$ cat config.mk
export PLATFORM = sky130hd
export DESIGN_NAME = wav_header_parser_core
export DESIGN_NICKNAME = d
export VERILOG_FILES = /design/src/rtl/whp_pkg.sv /design/src/rtl/whp_fmt_check.sv /design/src/rtl/wav_header_parser_core.sv
export VERILOG_INCLUDE_DIRS = /design/src /design/src/rtl
export SDC_FILE = /design/constraint.sdc
export NUM_CORES = 1
export LEC_CHECK = 0
export BUFFER_PORTS_ARGS = -buffer_cell sky130_fd_sc_hd__buf_2
export CAP_MARGIN = 30
export CORE_MARGIN = 2
export CORE_UTILIZATION = 40
export CTS_CLUSTER_DIAMETER = 50
export DETAILED_ROUTE_END_ITERATION = 12
export PLACE_DENSITY = 0.56
export SKIP_CTS_REPAIR_TIMING = 1
export SLEW_MARGIN = 20
export SYNTH_ARGS = -nofsm -noshare
export SYNTH_HDL_FRONTEND = slang
export SYNTH_SLANG_ARGS = --single-unit
$ cat constraint.sdc
create_clock -name clk -period 11.2 [get_ports clk]
set_clock_uncertainty 0.1 [all_clocks]
set_input_delay 1.68 -clock clk [delete_from_list [all_inputs] [get_ports clk]]
set_output_delay 1.68 -clock clk [all_outputs]
set_load 0.02 [all_outputs]
$ cat src/rtl/wav_header_parser_core_assert.svh
// Assertion macros shared by the WAV header parser RTL.
// Expects a clock named clk and an active-low reset named rst_n in the including module.
`ifndef WAV_HEADER_PARSER_CORE_ASSERT_SVH
`define WAV_HEADER_PARSER_CORE_ASSERT_SVH

// Same-cycle implication, disabled while reset is held.
`define WHP_ASSERT_NOW(label, ante, cons) \
  label: assert property (@(posedge clk) disable iff (!rst_n) (ante) |-> (cons)) \
    else $error("wav header parser: same-cycle check failed");

// Next-cycle implication, disabled while reset is held.
`define WHP_ASSERT_NEXT(label, ante, cons) \
  label: assert property (@(posedge clk) disable iff (!rst_n) (ante) |=> (cons)) \
    else $error("wav header parser: next-cycle check failed");

`endif

$ cat src/rtl/whp_pkg.sv
// Shared types, constants and helpers for the WAV header parser.
// No dependencies; used by whp_fmt_check and wav_header_parser_core.
package whp_pkg;

  localparam int BYTE_W      = 8;
  localparam int STATUS_W    = 3;
  localparam int CFG_IDX_W   = 8;
  localparam int CFG_DATA_W  = 32;
  localparam int OUT_TDATA_W = 128;
  localparam int IDX_W       = 5;
  localparam int SKIP_W      = 33;

  // Result status codes.
  localparam logic [STATUS_W-1:0] ST_PARSE   = 3'd0;
  localparam logic [STATUS_W-1:0] ST_PAYLOAD = 3'd1;
  localparam logic [STATUS_W-1:0] ST_BADRIFF = 3'd2;
  localparam logic [STATUS_W-1:0] ST_BADWAVE = 3'd3;
  localparam logic [STATUS_W-1:0] ST_TRUNC   = 3'd4;
  localparam logic [STATUS_W-1:0] ST_BADFMT  = 3'd5;
  localparam logic [STATUS_W-1:0] ST_END     = 3'd6;

  // Configuration register indexes.
  localparam logic [CFG_IDX_W-1:0] CFG_MAX_CHANNELS = 8'd0;
  localparam logic [CFG_IDX_W-1:0] CFG_MAX_RATE     = 8'd1;

  localparam logic [15:0] MAX_CHANNELS_RST = 16'd16;
  localparam logic [31:0] MAX_RATE_RST     = 32'd192000;

  // Chunk tags as they appear when the four bytes are shifted in from the right.
  localparam logic [31:0] TAG_RIFF = 32'h5249_4646;
  localparam logic [31:0] TAG_WAVE = 32'h5741_5645;
  localparam logic [31:0] TAG_FMT  = 32'h666D_7420;
  localparam logic [31:0] TAG_DATA = 32'h6461_7461;

  localparam logic [15:0] FMT_TAG_PCM = 16'd1;

  localparam logic [1:0] SFC_S16 = 2'd0;
  localparam logic [1:0] SFC_P24 = 2'd1;
  localparam logic [1:0] SFC_S32 = 2'd2;

  typedef struct packed {
    logic [15:0] fmt_tag;
    logic [15:0] channels;
    logic [31:0] rate;
    logic [15:0] bits;
    logic [31:0] data_len;
    logic [15:0] max_channels;
    logic [31:0] max_rate;
  } fmt_fields_t;

  function automatic logic [1:0] sample_format_code(input logic [15:0] bits);
    logic [1:0] code;
    code = SFC_S16;
    if (bits == 16'd24) begin
      code = SFC_P24;
    end else if (bits == 16'd32) begin
      code = SFC_S32;
    end
    return code;
  endfunction

endpackage

$ cat src/rtl/whp_fmt_check.sv
// Format validation for the WAV header parser: PCM tag, channel and rate ranges,
// supported sample widths and a nonzero data size. Depends on whp_pkg.
module whp_fmt_check (
  input  whp_pkg::fmt_fields_t fields,
  output logic                 fmt_ok
);
  import whp_pkg::*;

  logic bits_ok;
  logic chan_ok;
  logic rate_ok;

  assign bits_ok = (fields.bits == 16'd8) || (fields.bits == 16'd16) ||
                   (fields.bits == 16'd24) || (fields.bits == 16'd32);
  assign chan_ok = (fields.channels != 16'd0) && (fields.channels <= fields.max_channels);
  assign rate_ok = (fields.rate != 32'd0) && (fields.rate <= fields.max_rate);

  assign fmt_ok = (fields.fmt_tag == FMT_TAG_PCM) && chan_ok && rate_ok && bits_ok &&
                  (fields.data_len != 32'd0);

endmodule

$ cat src/rtl/wav_header_parser_core.sv
// Top level of the WAV header parser: byte-wide RIFF/WAVE header walk and payload pass-through.
// Depends on whp_pkg, whp_fmt_check and wav_header_parser_core_assert.svh.

// The block takes a WAV file one byte per input beat (in_tlast marks end of file and carries
// no byte) and returns exactly one result beat per input beat in the next cycle, at a sustained
// rate of one byte per clock while out_tready is held high; the only storage in the path is the
// parser state and the single output register, and a new byte is taken whenever that register
// is empty or being drained. Each result carries a status in out_tuser and, in out_tdata, the
// payload byte plus the format fields gathered so far. Errors and end of audio are sticky until
// reset. The format limits on the cfg_ port may only be written while no beat is in flight.
module wav_header_parser_core (
  input  logic                                 clk,
  input  logic                                 rst_n,
  input  logic                                 in_tvalid,
  output logic                                 in_tready,
  input  logic [whp_pkg::BYTE_W-1:0]           in_tdata,    // [7:0] byte_value
  input  logic                                 in_tlast,    // stream_end
  output logic                                 out_tvalid,
  input  logic                                 out_tready,
  // [7:0] payload_byte, [8] header_ok, [24:9] format_tag, [40:25] channels,
  // [72:41] sample_rate_hz, [88:73] sample_bits, [120:89] data_bytes,
  // [122:121] sample_format_code, [127:123] zero
  output logic [whp_pkg::OUT_TDATA_W-1:0]      out_tdata,
  output logic [whp_pkg::STATUS_W-1:0]         out_tuser,   // [2:0] status
  input  logic                                 cfg_valid,
  output logic                                 cfg_ready,
  input  logic [whp_pkg::CFG_IDX_W-1:0]        cfg_index,
  input  logic [whp_pkg::CFG_DATA_W-1:0]       cfg_data
);
  import whp_pkg::*;

  `include "wav_header_parser_core_assert.svh"

  typedef enum logic [3:0] {
    PH_RIFF,
    PH_RSIZE,
    PH_WAVE,
    PH_HDR_FMT,
    PH_SKIP_FMT,
    PH_FMT_BODY,
    PH_HDR_DATA,
    PH_SKIP_DATA,
    PH_PAYLOAD
  } phase_t;

  phase_t              phase_r, phase_nxt;
  logic [IDX_W-1:0]    idx_r, idx_nxt, idx_inc;
  logic [31:0]         tag_r, tag_nxt;
  logic [31:0]         size_r, size_nxt;
  logic [SKIP_W-1:0]   skip_r, skip_nxt;
  logic [15:0]         fmt_tag_r, fmt_tag_nxt;
  logic [15:0]         chan_r, chan_nxt;
  logic [31:0]         rate_r, rate_nxt;
  logic [15:0]         bits_r, bits_nxt;
  logic [31:0]         dsize_r, dsize_nxt;
  logic [STATUS_W-1:0] sticky_r, sticky_nxt;
  logic                hvalid_r, hvalid_nxt;
  logic [15:0]         max_chan_r;
  logic [31:0]         max_rate_r;

  logic                    out_tvalid_r;
  logic [OUT_TDATA_W-1:0]  out_tdata_r, tdata_nxt;
  logic [STATUS_W-1:0]     out_tuser_r, status_nxt;
  logic [BYTE_W-1:0]       pay_nxt;

  logic                in_fire;
  logic [BYTE_W-1:0]   b;
  logic [31:0]         tag_shifted;
  logic [31:0]         size_shifted;
  logic [SKIP_W-1:0]   padded_size;
  logic [SKIP_W-1:0]   fmt_excess;
  fmt_fields_t         chk_fields;
  logic                fmt_ok;

  assign in_tready  = !out_tvalid_r || out_tready;
  assign in_fire    = in_tvalid && in_tready;
  assign cfg_ready  = 1'b1;
  assign out_tvalid = out_tvalid_r;
  assign out_tdata  = out_tdata_r;
  assign out_tuser  = out_tuser_r;

  assign b            = in_tdata;
  assign idx_inc      = idx_r + 5'd1;
  assign tag_shifted  = {tag_r[23:0], b};
  assign size_shifted = {b, size_r[31:8]};
  // Chunk sizes are rounded up to even; the sum needs the 33rd bit.
  assign padded_size  = {1'b0, size_shifted} + {32'd0, size_shifted[0]};
  assign fmt_excess   = (size_r > 32'd16) ?
                        ({1'b0, size_r} - 33'd16 + {32'd0, size_r[0]}) : 33'd0;

  // Checked on the last byte of a data chunk header, so the size is the shifted one.
  always_comb begin
    chk_fields.fmt_tag      = fmt_tag_r;
    chk_fields.channels     = chan_r;
    chk_fields.rate         = rate_r;
    chk_fields.bits         = bits_r;
    chk_fields.data_len     = size_shifted;
    chk_fields.max_channels = max_chan_r;
    chk_fields.max_rate     = max_rate_r;
  end

  whp_fmt_check u_fmt_check (
    .fields (chk_fields),
    .fmt_ok (fmt_ok)
  );

  always_comb begin
    phase_nxt   = phase_r;
    idx_nxt     = idx_r;
    tag_nxt     = tag_r;
    size_nxt    = size_r;
    skip_nxt    = skip_r;
    fmt_tag_nxt = fmt_tag_r;
    chan_nxt    = chan_r;
    rate_nxt    = rate_r;
    bits_nxt    = bits_r;
    dsize_nxt   = dsize_r;
    sticky_nxt  = sticky_r;
    hvalid_nxt  = hvalid_r;
    status_nxt  = ST_PARSE;
    pay_nxt     = '0;

    if (sticky_r != ST_PARSE) begin
      status_nxt = sticky_r;
    end else if (in_tlast) begin
      sticky_nxt = (phase_r == PH_PAYLOAD) ? ST_END : ST_TRUNC;
    end else begin
      unique case (phase_r)
        PH_RIFF, PH_WAVE: begin
          tag_nxt = tag_shifted;
          idx_nxt = idx_inc;
          if (idx_inc >= 5'd4) begin
            idx_nxt = '0;
            if (phase_r == PH_RIFF) begin
              if (tag_shifted != TAG_RIFF) sticky_nxt = ST_BADRIFF;
              else phase_nxt = PH_RSIZE;
            end else begin
              if (tag_shifted != TAG_WAVE) sticky_nxt = ST_BADWAVE;
              else phase_nxt = PH_HDR_FMT;
            end
          end
        end
        PH_RSIZE: begin
          size_nxt = size_shifted;
          idx_nxt  = idx_inc;
          if (idx_inc >= 5'd4) begin
            idx_nxt   = '0;
            phase_nxt = PH_WAVE;
          end
        end
        PH_HDR_FMT, PH_HDR_DATA: begin
          // First four bytes build the chunk id, the next four its size.
          if (idx_r < 5'd4) tag_nxt = tag_shifted;
          else size_nxt = size_shifted;
          idx_nxt = idx_inc;
          if (idx_inc >= 5'd8) begin
            idx_nxt = '0;
            if (phase_r == PH_HDR_FMT) begin
              if (tag_r == TAG_FMT) begin
                phase_nxt = PH_FMT_BODY;
              end else begin
                skip_nxt  = padded_size;
                phase_nxt = (padded_size != '0) ? PH_SKIP_FMT : PH_HDR_FMT;
              end
            end else begin
              if (tag_r == TAG_DATA) begin
                dsize_nxt = size_shifted;
                if (fmt_ok) begin
                  hvalid_nxt = 1'b1;
                  phase_nxt  = PH_PAYLOAD;
                end else begin
                  sticky_nxt = ST_BADFMT;
                end
              end else begin
                skip_nxt  = padded_size;
                phase_nxt = (padded_size != '0) ? PH_SKIP_DATA : PH_HDR_DATA;
              end
            end
          end
        end
        PH_SKIP_FMT, PH_SKIP_DATA: begin
          if (skip_r != '0) skip_nxt = skip_r - 33'd1;
          if (skip_nxt == '0) begin
            idx_nxt   = '0;
            phase_nxt = (phase_r == PH_SKIP_FMT) ? PH_HDR_FMT : PH_HDR_DATA;
          end
        end
        PH_FMT_BODY: begin
          unique case (idx_r[3:0])
            4'd0:    fmt_tag_nxt[7:0]  = b;
            4'd1:    fmt_tag_nxt[15:8] = b;
            4'd2:    chan_nxt[7:0]     = b;
            4'd3:    chan_nxt[15:8]    = b;
            4'd4:    rate_nxt[7:0]     = b;
            4'd5:    rate_nxt[15:8]    = b;
            4'd6:    rate_nxt[23:16]   = b;
            4'd7:    rate_nxt[31:24]   = b;
            4'd14:   bits_nxt[7:0]     = b;
            4'd15:   bits_nxt[15:8]    = b;
            default: ;
          endcase
          idx_nxt = idx_inc;
          if (idx_inc >= 5'd16) begin
            idx_nxt   = '0;
            skip_nxt  = fmt_excess;
            phase_nxt = (fmt_excess != '0) ? PH_SKIP_DATA : PH_HDR_DATA;
          end
        end
        PH_PAYLOAD: begin
          status_nxt = ST_PAYLOAD;
          pay_nxt    = b;
        end
        default: begin
          phase_nxt = PH_RIFF;
          idx_nxt   = '0;
        end
      endcase
    end

    if (sticky_nxt != ST_PARSE) status_nxt = sticky_nxt;
  end

  assign tdata_nxt = {5'd0, sample_format_code(bits_nxt), dsize_nxt, bits_nxt, rate_nxt,
                      chan_nxt, fmt_tag_nxt, hvalid_nxt, pay_nxt};

  always_ff @(posedge clk) begin
    if (!rst_n) begin
      phase_r      <= PH_RIFF;
      idx_r        <= '0;
      tag_r        <= '0;
      size_r       <= '0;
      skip_r       <= '0;
      fmt_tag_r    <= '0;
      chan_r       <= '0;
      rate_r       <= '0;
      bits_r       <= '0;
      dsize_r      <= '0;
      sticky_r     <= ST_PARSE;
      hvalid_r     <= 1'b0;
      max_chan_r   <= MAX_CHANNELS_RST;
      max_rate_r   <= MAX_RATE_RST;
      out_tvalid_r <= 1'b0;
    end else begin
      if (cfg_valid && cfg_ready) begin
        if (cfg_index == CFG_MAX_CHANNELS) max_chan_r <= cfg_data[15:0];
        else if (cfg_index == CFG_MAX_RATE) max_rate_r <= cfg_data;
      end
      if (in_fire) begin
        phase_r   <= phase_nxt;
        idx_r     <= idx_nxt;
        tag_r     <= tag_nxt;
        size_r    <= size_nxt;
        skip_r    <= skip_nxt;
        fmt_tag_r <= fmt_tag_nxt;
        chan_r    <= chan_nxt;
        rate_r    <= rate_nxt;
        bits_r    <= bits_nxt;
        dsize_r   <= dsize_nxt;
        sticky_r  <= sticky_nxt;
        hvalid_r  <= hvalid_nxt;
      end
      if (in_fire) begin
        out_tvalid_r <= 1'b1;
      end else if (out_tready) begin
        out_tvalid_r <= 1'b0;
      end
    end
  end

  // Result payload needs no reset; it is qualified by out_tvalid.
  always_ff @(posedge clk) begin
    if (in_fire) begin
      out_tdata_r <= tdata_nxt;
      out_tuser_r <= status_nxt;
    end
  end

  `WHP_ASSERT_NOW(a_valid_header_in_payload, hvalid_r, phase_r == PH_PAYLOAD)
  `WHP_ASSERT_NOW(a_skip_nonzero, (phase_r == PH_SKIP_FMT) || (phase_r == PH_SKIP_DATA),
                  skip_r != '0)
  `WHP_ASSERT_NEXT(a_sticky_holds, sticky_r != ST_PARSE, sticky_r == $past(sticky_r))
  `WHP_ASSERT_NOW(a_index_bound, phase_r != PH_FMT_BODY, idx_r < 5'd8)
  `WHP_ASSERT_NEXT(a_payload_marked,
                   in_fire && !in_tlast && (phase_r == PH_PAYLOAD) && (sticky_r == ST_PARSE),
                   (out_tuser_r == ST_PAYLOAD) && out_tdata_r[8])

endmodule
Yosys cells after proc, flatten, opt, wreduce, memory -nomap -nowiden

Cells that the tools add are included.

Add/subtract/negate cells: 5
Order comparisons: 7
Eq/ne operators: 41
Mux-type cells: 91
Bitwise operators: 4
Reductions and logical operators: 40

Operator list:

| cell                  | number |
|---|---|
| $mux 32               | 11 |
| $mux 33               | 10 |
| $mux 16               | 9 |
| $pmux 32 s2           | 2 |
| $pmux 33 s3           | 1 |
| $reduce_bool 33->1    | 3 |
| $mux 8                | 10 |
| $eq 32x31->1 const B  | 2 |
| $ne 32x31->1 const B  | 2 |
| $reduce_bool 32->1    | 2 |
| $eq 16x5->1 const B   | 3 |
| $mux 3                | 15 |
| $mux 4                | 11 |
| $add 32x1->33         | 1 |
| $add 33x1->33         | 1 |
| $logic_not 33->1      | 1 |
| $sub 32x5->33 const B | 1 |
| $sub 33x1->33 const B | 1 |
| $eq 16x6->1 const B   | 2 |
| $eq 4x3->1 const B    | 8 |
| $gt 32x5->1 const B   | 1 |
| $le 32x32->1          | 1 |
| $pmux 5 s5            | 1 |
| $pmux 4 s6            | 1 |
| other kinds (35)      | 88 |

Register bits after elaboration: 397
Bits of input ports: 54
Output and inout bits: 134
Word-level logic and storage cells: 207

Depth between registers and ports, before layout

Depth in word-level cells: 15
Mapped depth: 12
Gate-level depth less buffers: 11

By module

A second synthesis with hierarchy kept.

Cell total of the unflattened synthesis: 2199
Area, all modules: 20572.2 um2

Modules (own cells, without submodules):

| module                 | times used | cells each | area each (um2) | sequential area each (um2) |
|---|---|---|---|---|
| wav_header_parser_core | 1          | 1989       | 19070.8         | 9208.8 |
| whp_fmt_check          | 1          | 210        | 1501.4          | 0.0 |

Least setup slack after synthesis

No wires, ideal clock.

Path kind: input port to flip-flop
Start point: in out_tready
End point: reg out_tdata_r[0], in the netlist out_tdata[0], enable pin
Library setup time: 0.540 ns
Arrival: 5.878 ns
Data required time: 10.560 ns
Setup slack: 4.682 ns
Stages: 4
Buffers on the path: 1
Path through: nand2b_1 nand2_1 inv_2 clkbuf_1

Longest elaborated chain between the ends: 2

RTL lines:

| element              | RTL line                      | source |
|---|---|---|
| from (decl)          | wav_header_parser_core.sv:19  | `input logic out_tready,` |
| $logic_or 1x1->1     | wav_header_parser_core.sv:75  | `assign in_tready = !out_tvalid_r \|\| out_tready;` |
| $logic_and 1x1->1    | wav_header_parser_core.sv:76  | `assign in_fire = in_tvalid && in_tready;` |
| named net in_fire    | wav_header_parser_core.sv:66  | `logic in_fire;` |
| to (signal assigned) | wav_header_parser_core.sv:273 | `out_tdata_r <= tdata_nxt;` |
| to (decl)            | wav_header_parser_core.sv:62  | `logic [OUT_TDATA_W-1:0] out_tdata_r, tdata_nxt;` |

The timed path passes the listed nets, and every way through them passes these cells.
A chain may end at the register's enable or synchronous reset.

Final worst setup path

Start point: reg skip_r[0]
End point: reg idx_r[3]

Longest elaborated chain between the ends: 8
Elaborated cells on any way between the ends: 9
Those cells by class: add/sub (1); eq/ne (1); mux (4); reduce/logical (3)

RTL lines:

| element                                                    | RTL line                      | source |
|---|---|---|
| from (decl)                                                | wav_header_parser_core.sv:50  | `logic [SKIP_W-1:0] skip_r, skip_nxt;` |
| from (signal assigned)                                     | wav_header_parser_core.sv:253 | `skip_r <= skip_nxt;` |
| $sub 33x1->33 / $reduce_bool 33->1 (equally long branches) | wav_header_parser_core.sv:182 | `if (skip_r != '0) skip_nxt = skip_r - 33'd1;` |
| $mux 33 (*)                                                | wav_header_parser_core.sv:182 |  |
| $mux 33 (*)                                                | wav_header_parser_core.sv:128 | `unique case (phase_r)` |
| $mux 33 (*)                                                | wav_header_parser_core.sv:125 | `end else if (in_tlast) begin` |
| $mux 33 (*)                                                | wav_header_parser_core.sv:123 | `if (sticky_r != ST_PARSE) begin` |
| $logic_not 33->1 (*)                                       | wav_header_parser_core.sv:183 | `if (skip_nxt == '0) begin` |
| $ne 2x2->1 (no source line) (*)                            | n/a                           |  |
| $reduce_and 5->1 (no source line) (*)                      | n/a                           |  |
| to (signal assigned)                                       | wav_header_parser_core.sv:250 | `idx_r <= idx_nxt;` |
| to (decl)                                                  | wav_header_parser_core.sv:47  | `logic [IDX_W-1:0] idx_r, idx_nxt, idx_inc;` |

Mark *: on every way between the ends. The rest lies on a longest branch, timed or not. The select of a mux whose other input is x is not followed.

==> flow_metrics.tcl <==
set metrics [dict create \
    synth_top_area_share_pct 26.9 \
    fin_cells 3080 \
    grt_antenna_before_repair 0 \
    cp_top_family "simple AND/OR/NAND/NOR gates" \
    worst_ep_arrival_time_ns 5.24 \
    port_buffers 181 \
    groute.usage.overall_pct 23.0 \
    place.gp.congestion 0.881 \
    crit_start "skip_r[0]$_SDFFE_PN0P_" \
    max-vdd-ir-drop_mv 0.110 \
    dp_cells 2988 \
    cts_buffer_depth 3 \
    die_h_um 229 \
    ys_seq_area_share_pct 45.6 \
    drtIter0Drc 1470 \
    grt_overflow 0 \
    fmax_ghz 0.207 \
    required_ns 11.61 \
    hp-class "flip-flop to flip-flop" \
    clock_latency_ns 0.59 \
    cts_tree "yes" \
    synth-main-ff-cell "dfxtp_1" \
    tns_ns 0 \
    critPathBufInv 1 \
    rsz0062_at_grt "false" \
    slowest_stage "or4b_2" \
    drive_gt1_share_pct 16.9 \
    final_common_cell "nand2_1" \
    ys_seq_elements 397 \
    antenna_left 0 \
    grt_pass1_wl_mm 95.6 \
    place_hpwl_mm 43.1 \
    crit_type "flip-flop to flip-flop" \
    root_buffer "clkbuf_16" \
    crit_chain "inv_1 -> ha_1 -> or4b_2 -> nor4_2 -> nand3_1 -> a2111oi_0 -> nand4_1 -> nor4_2 -> a21oi_2 -> or4_1 -> a21oi_1" \
    grt_pass1_vias 16300 \
    viasPerCell 5.61 \
    setup_viol 0 \
    cts_sinks 397 \
    firstDrtPassIters 7 \
    async_reset_ff_share_pct 0 \
    synthCells 2279 \
    clk_pin_slew_worst_paths_ns 0.06 \
    hold_violations 0 \
    drv_slew 0 \
    die_x_um 229 \
    grt_max_degree 138 \
    critPathMaxStageDelay_ns 0.78 \
    max-slew-margin-rel_pct 31.6 \
    synth.area.top_cells "dfxtp_1 (27%), edfxtp_1 (19%), nand2_1 (5.5%), mux2_2 (5.2%), nor2_1 (4.9%)" \
    tightestPinTransition_ns 1.03 \
    fin_area_um2 23100 \
    die-area_um2 52300 \
    wl_per_cell_um 20.3 \
    synth_top_cell_by_area "dfxtp_1" \
    fp.coreArea_um2 50000 \
    finalCriticalPeriod_ns 4.83 \
    hold_start "dsize_r[6]$_SDFFE_PN0P_" \
    startpoint_type "flip-flop" \
    crit_top_cell "nor4_2" \
    drc 0 \
    leakagePower_nw 8.95 \
    row_count 82 \
    cts_buffers 49 \
    final_nets 2479 \
    hold_slack_ns 0.349 \
    ys_warn_count 0 \
    synth_area_per_cell_um2 8.86 \
    status "finished, final reports clean" \
    postPlaceCellArea_um2 21500 \
    power.density_nw_per_um2 145 \
    maxCapViolCount 0 \
    finalCritPeriodShare_pct 43.1 \
    cp_max_fo 12 \
    ioPinCount 188 \
    mostFrequentLayoutCells "nand2_1 (297), dfxtp_1 (271), nor2_1 (260)" \
    htreeDepth 2 \
    synth_edf_count 126 \
    start_util_pct 40.4 \
    synth_area_um2 20200 \
    synth_cell_types 87 \
    diodes 0 \
    final_core_util_pct 46.2 \
    crit_path_end_kind "flip-flop" \
    drt_wl_total_mm 62.7 \
    vias 17300 \
    area_growth_pct 14.3 \
    r2r_start "skip_r[0]$_SDFFE_PN0P_" \
]
-- per-layer routing --
metal / vias to the layer above / global-route usage (%) / part of all wire (%)
li1: 8262 / - / -
met1: 8356 / 33.4 / 47
met2: 570 / 35.4 / 44
met3: 89 / 3.66 / 6.2
met4: 0 / 5.94 / 2.2
met5: - / 0 / 0
-- flip-flops by register name, indices dropped and copies added, names as in the netlist --
| register | cells |
|---|---|
| idx_r | 5 |
| max_chan_r | 16 |
| phase_r | 4 |
| out_tdata | 123 |
| rate_r | 32 |
| bits_r | 16 |
| max_rate_r | 32 |
| out_tvalid | 1 |
| tag_r | 32 |
| skip_r | 33 |
| dsize_r | 32 |
| out_tuser | 3 |
| hvalid_r | 1 |
| fmt_tag_r | 16 |
| size_r | 32 |
| sticky_r | 3 |
| chan_r | 16 |
-- final cells by class --
cell class | count | area (um^2)
fill | 4810 | 26900
tap | 672 | 841
multi-input combinational | 1644 | 10000
clock buffer | 63 | 1360
timing repair buffer | 202 | 1120
clock inverter | 29 | 248
inverter | 73 | 289
sequential | 397 | 9210
-- logic make-up (layout without fill, tap and decap cells) --
group | Yosys count | count (layout) | synth area share (%)
buffers and inverters | 242 | 367 | 4.96
AOI/OAI and AO/OA | 398 | 398 | 11.8
xor gates and xnor gates | 74 | 74 | 3.21
muxes | 162 | 162 | 8.61
other | 2 | 6 | 0.0372
DFF | 397 | 397 | 45.6
adders and majority gates | 58 | 58 | 3.59
and+or+nand+nor | 946 | 946 | 22.2
-- per-stage QoR --
step,power [mW],setup WS (ns)
6_report,3.35,6.37
5_1_grt,3.47,6.12
4_1_cts,3.38,6.43
3_5_place_dp,1.83,6.14
3_3_place_gp,1.82,6.22
2_1_floorplan,1.74,4.68
-- report_power, final --
group | switching, mW | total (mW) | internal (mW)
sequential | 0.0303 | 1.56 | 1.53
clock | 0.654 | 1.55 | 0.896
combinational | 0.163 | 0.234 | 0.0712
total | 0.847 | 3.35 | 2.50
-- cell usage after synthesis, types with 11 or more instances --
library cell,n
a211oi_1,15
a21oi_1,186
and2_1,20
and3_1,11
buf_1,13
clkbuf_1,137
dfxtp_1,271
edfxtp_1,126
ha_1,58
inv_1,72
mux2_2,94
mux2i_1,68
nand2_1,298
nand3_1,39
nand4_1,40
nor2_1,261
nor3_1,109
nor4_1,60
o211ai_1,15
o21ai_0,82
o22ai_1,14
or3_1,14
or4_1,13
xnor2_1,45
xor2_1,29
-- final timing paths --
check | end | slack, ns | cells past startpoint
worst max-delay path | idx_r[3]$_SDFFE_PN0P_ | 6.37 | 11
worst min-delay path | dsize_r[6]$_SDFFE_PN0P_ | 0.35 | 2
worst max register to register | idx_r[3]$_SDFFE_PN0P_ | 6.37 | 11
worst min register to register | dsize_r[6]$_SDFFE_PN0P_ | 0.35 | 2
-- worst register-to-register path, cell delays in order, from the launching register on --
cell and delay, ns:
dfxtp_1 0.38, inv_1 0.09, ha_1 0.25, or4b_2 0.78
nor4_2 0.61, nand3_1 0.52, a2111oi_0 0.57, nand4_1 0.16
nor4_2 0.42, a21oi_2 0.23, or4_1 0.52, a21oi_1 0.14
(Power assumes the default switching activity.)
